`config.mk`:
```
export PLATFORM = sky130hd
export DESIGN_NAME = fer_cell
export DESIGN_NICKNAME = d
export VERILOG_FILES = /design/src/rtl/fer_pkg.sv /design/src/rtl/fer_cell.sv
export SDC_FILE = /design/constraint.sdc
export NUM_CORES = 1
export LEC_CHECK = 0
export BUFFER_PORTS_ARGS = -buffer_cell sky130_fd_sc_hd__buf_2
export CORE_ASPECT_RATIO = 1.5
export CORE_MARGIN = 2
export CORE_UTILIZATION = 60
export DETAILED_ROUTE_END_ITERATION = 10
export GPL_TIMING_DRIVEN = 0
export PLACE_DENSITY = 0.81
export SYNTH_ARGS = -nofsm -noshare
export SYNTH_HDL_FRONTEND = slang
export SYNTH_SLANG_ARGS = --single-unit
```
`constraint.sdc`:
```
create_clock -name clk -period 15.8 [get_ports clk]
set_input_delay 0.79 -clock clk [delete_from_list [all_inputs] [get_ports clk]]
set_output_delay 0.79 -clock clk [all_outputs]
set_load 0.01 [all_outputs]
```
`src/rtl/fer_pkg.sv`:
```
// ----------------------------------------------------------------------------
// fer_pkg
// Shared types and constants of the edge-replicating smoothing FIR filter.
// ----------------------------------------------------------------------------
package fer_pkg;

  localparam int TAPS_DEF        = 7;
  localparam int SAMPLE_BITS_DEF = 16;

  // Coefficient register file: fixed count, unsigned Q1.15
  localparam int NCOEF      = 7;
  localparam int COEF_W     = 16;
  localparam int COEF_IDX_W = 3;
  localparam int FRAC       = 15;
  localparam logic [COEF_W-1:0] COEF_UNITY = COEF_W'(32768);
  localparam int CENTER_IDX = 3;

  // Guard bits for a sum of up to seven products
  localparam int ACC_GUARD = 3;

  // APB port
  localparam int PADDR_W = 5;
  localparam int PDATA_W = 32;

  typedef enum logic [1:0] {
    ST_IDLE,
    ST_SHIFT,
    ST_CALC
  } state_t;

  typedef struct packed {
    logic fill;
    logic shift;
  } cell_ctl_t;

endpackage

```
`src/rtl/fer_cell.sv`:
```
// ----------------------------------------------------------------------------
// fer_cell
// One tap of the filter: holds one window sample, forms its weighted product
// and adds it to the partial sum that walks down the chain.
// ----------------------------------------------------------------------------
module fer_cell #(
  parameter int SAMPLE_BITS = fer_pkg::SAMPLE_BITS_DEF
) (
  input  logic                      clk,
  input  fer_pkg::cell_ctl_t        ctl,
  input  logic signed [SAMPLE_BITS-1:0] smp,
  input  logic signed [SAMPLE_BITS-1:0] nbr,
  input  logic [fer_pkg::COEF_W-1:0]    coef,
  input  logic signed [SAMPLE_BITS+fer_pkg::COEF_W+1+fer_pkg::ACC_GUARD-1:0] psum_in,
  output logic signed [SAMPLE_BITS-1:0] win,
  output logic signed [SAMPLE_BITS+fer_pkg::COEF_W+1+fer_pkg::ACC_GUARD-1:0] psum_out
);

  localparam int PROD_W = SAMPLE_BITS + fer_pkg::COEF_W + 1;
  localparam int ACC_W  = PROD_W + fer_pkg::ACC_GUARD;

  logic signed [PROD_W-1:0] prod;

  always_ff @(posedge clk) begin
    if (ctl.fill) begin
      win <= smp;
    end else if (ctl.shift) begin
      win <= nbr;
    end
    prod     <= $signed({1'b0, coef}) * win;
    psum_out <= psum_in + ACC_W'(prod);
  end

endmodule

```
Word level (Yosys, flattened, before mapping)
Index checks and enable logic that the tools add are counted.

Register bits after elaboration: 85. Output and inout bits: 52.

Add/subtract/negate cells: 1. Multipliers: 1. Multiplexer cells: 2. Reduce and logical (&&, ||, !) cells: 1.

Operators by type and width (count): 36-bit by 33-bit adder with 36-bit output (1); 17-bit by 16-bit multiplier with 33-bit output (1); 16-bit 2-to-1 mux (2); 2-bit nonzero test (1).

Depth between registers and ports, before layout
Depth in word-level cells: 2. Depth in mapped cells: 23. Mapped depth without buffers: 21.

Least setup slack after synthesis
No wires, ideal clock.

Path kind: input port to flip-flop. From: input coef[15] (netlist bit). To: register prod[21]. Setup time: 127 ps. Data arrival time: 5854 ps. Setup slack: 9819 ps. Stages: 21. Cells stage by stage: clkbuf_1 -> nand2_1 -> fa_1 -> fa_1 -> inv_1 -> fa_1 -> fa_1 -> fa_1 -> inv_1 -> fa_1 -> inv_1 -> ha_1 -> clkbuf_1 -> a21o_1 -> o311ai_0 -> a21oi_1 -> o21ai_2 -> nand2_1 -> a21o_1 -> a21o_1 -> xor2_1.

Longest elaborated chain between the ends: 1.

RTL lines: from (decl) (RTL line fer_cell.sv:13) `input logic [fer_pkg::COEF_W-1:0] coef,`; 17-bit by 16-bit multiplier with 33-bit output (RTL line fer_cell.sv:30) `prod <= $signed({1'b0, coef}) * win;`; to (signal assigned) (RTL line fer_cell.sv:30); to (decl) (RTL line fer_cell.sv:22) `logic signed [PROD_W-1:0] prod;`.

No other way between the ends. A chain may end at the register's enable or synchronous reset.

Final worst setup path
From: input coef[10] (netlist bit). To: register prod[30].

Same word-level chain as after synthesis.

==> impl_metrics.ini <==
[run_status]
status = completed

[critical_path]
r2r_start = win[7]
arrival_ns = 7.00
cp_cell_sequence = buf_2 > clkbuf_1 > nand2_1 > fa_1 > fa_1 > fa_1 > fa_1 > inv_1 > fa_1 > inv_1 > fa_1 > inv_1 > ha_1 > and3_1 > o2111ai_1 > o211ai_1 > a211oi_1 > o41ai_1 > xor2_1
timing.rr.end = prod[30]
worstRegToRegCells = 20
cp_slowest_cell = clkbuf_1
critPathLaunchType = input pin
cp.required_ns = 16.08
cp_max_fo = 10
critPathKind = in -> reg
cp_slowest_stage_delay_ns = 0.61
cp_common_cell = fa_1
ff2ff_setup_slack_ns = 9.17
endpoint_kind = flop

[yosys]
synth_ff_type = dfxtp_1
ys_async_sr_fraction_pct = 0
syn-num-nets = 1893
ys_ff_latch = 85
synth_edf_count = 16
ys_warn_count = 0
synth.distinct_cells = 71
syn_avg_cell_area_sq_um = 8.967
postSynthCellCount = 1454
synth_area_sq_um = 13040
ys_seq_area_share_pct = 14.28

[sta]
fin_crit_ns = 6.721
skew_ns = 0.01088
hold_viol = 0
tightest_slew_ns = 0.8460
tns_ns = 0
slew_viol_final = 0
setup_viol = 0
fmax_mhz = 148.8
fin_crit_sh_pct = 42.54
slew_headroom_pct = 43.60
rsz0062_at_grt = no

[grt]
grt_pass1_vias = 10905
grt_overflow = 0
track_usage_pct = 28.84
grt_antenna_before_repair = 0
grt_pass1_wl_um = 51960
grt_max_degree = 17

[placement]
hpwl_um = 26650
io_buffer_count = 137
gp_congestion = 0.9562

[die]
initial_core_util_pct = 60.49
die_y_um = 184.5
core_area_sq_um = 21550
die_x_um = 124.4
die-area_sq_um = 22950
rows = 66
io_pins = 139

[finish]
nets = 2041
fill_cells = 1755
area.sequential_sq_um = 1862
area_growth_pct = 10.12
antennaDiodeCount = 0
drive_gt1_share_pct = 12.38
multiInputGateArea_sq_um = 9913

[job]
max-cap-violations = 0

[worst_hold_path]
hold_end = psum_out[0]
min-delay-path-class = reg -> reg
hold_depth = 1
min_from = prod[0]

[cts]
cts_made_buffers = 9
cts_resized = 0
post-cts-setup-buffer-count = 0
cts-htree-levels = 3
cts_buffer_depth = 2
cts_tree = done
clk_latency_ns = 0.35
root_buffer = clkbuf_16
clk_pin_slew_ns = 0.06
cts.sinks = 85
ctsHoldBuffers = 0

[route]
wl_per_cell_um = 17.16
postRouteAntennaNets = 0
drc = 0
drt_iter0_drc = 633
drt_pre_antenna_iters = 5
vias_per_cell = 5.507
vias = 10347
drt-total-wl_um = 32240
==> Yosys cell counts (8+ instances only) <==
cell | instances | share of area [%]
clkbuf_1 | 38 | 1.1
inv_1 | 290 | 8.3
xnor2_1 | 36 | 2.4
nand2_1 | 166 | 4.8
nor2_1 | 51 | 1.5
xor2_1 | 23 | 1.5
nand2b_1 | 11 | 0.53
a21oi_1 | 73 | 2.8
a21o_1 | 27 | 1.6
o21a_1 | 8 | 0.46
o21bai_1 | 15 | 0.86
ha_1 | 157 | 15
and2_1 | 117 | 5.6
edfxtp_1 | 16 | 3.7
mux2_2 | 16 | 1.4
o21ai_0 | 34 | 1.3
dfxtp_1 | 69 | 11
fa_1 | 195 | 30
nand4_1 | 8 | 0.38
==> cells in the final DEF, fill, tap and decap left out, drive strengths merged, types with 5 or more instances in the layout <==
cell | netlist | routed
a211oi | 6 | 6
a21o | 30 | 30
a21oi | 75 | 75
and2 | 118 | 118
and3 | 5 | 5
buf | 4 | 141
clkbuf | 38 | 50
dfxtp | 69 | 69
edfxtp | 16 | 16
fa | 195 | 195
ha | 157 | 157
inv | 291 | 292
mux2 | 16 | 16
nand2 | 168 | 168
nand2b | 11 | 11
nand3 | 6 | 6
nand4 | 8 | 8
nor2 | 51 | 51
nor2b | 6 | 6
nor3 | 7 | 7
o21a | 8 | 8
o21ai | 41 | 41
o21bai | 15 | 15
xnor2 | 36 | 36
xor2 | 23 | 23
==> sequential cells by signal (all words and copies together) (netlist names) <==
register,count
win,16
psum_out,36
prod,33
==> worst max-delay path, delay by kind of cell <==
kind | cells | cell delay, ns
compound gates | 4 | 1.14
xor+xnor | 1 | 0.17
fa+ha+maj | 7 | 3.46
buf+inv | 5 | 1.00
simple gates | 2 | 0.45
==> final cells by class <==
class                           instances  share of cell area (%)
Multi-Input combinational cell       1036                   69.05
Sequential cell                        85                   12.97
Inverter                              291                   7.609
Timing Repair Buffer                  137                   4.776
Tap cell                              272                   2.371
Clock buffer                           12                   1.717
Buffer                                 42                   1.185
Clock inverter                          4                  0.3225
==> worst max-delay path by stage <==
| stage | startpoint | end | slack, ns | depth (start not counted) |
|---|---|---|---|---|
| 3_3_place_gp | coef[12] | prod[30] | 8.85 | 21 |
| 2_1_floorplan | coef[15] | prod[21] | 9.82 | 21 |
| 3_5_place_dp | coef[11] | prod[30] | 8.81 | 21 |
| 4_1_cts | coef[11] | prod[30] | 9.16 | 21 |
| 5_1_grt | coef[10] | prod[30] | 8.82 | 19 |
| 6_report | coef[10] | prod[30] | 9.08 | 19 |
==> layer usage <==
metal | track usage (%) | wire length [um]
met1 | 30.88 | 11790
met2 | 53.73 | 16610
met3 | 3.570 | 1699
met4 | 17.93 | 2132
met5 | 0 | 0
==> through the flow <==
stage | std cells | utilization [%] | hold slack (ns) | instance area, sq um | setup slack [ns]
floorplan | 1454 | - | 0.4200 | 13040 | 9.819
global placement | 1863 | 65.25 | 0.4257 | 14060 | 8.848
detailed placement | 1863 | 65.25 | 0.4454 | 14060 | 8.808
CTS | 1879 | 66.61 | 0.4606 | 14360 | 9.156
global route | 1879 | 66.61 | 0.4635 | 14360 | 8.818
finish | 1879 | 66.61 | 0.4514 | 14360 | 9.079
==> kinds of logic after synthesis <==
logic type / synth area share (%)
buffers and inverters: 9.683
DFF: 14.28
AOI/OAI and AO/OA: 10.91
xor gates and xnor gates: 3.963
and+or+nand+nor: 14.69
adders and majority gates: 45.01
muxes: 1.459
Power is left out: the tool's default activity adds up to more than one toggle a clock period on the data nets, which glitch-free logic cannot reach.
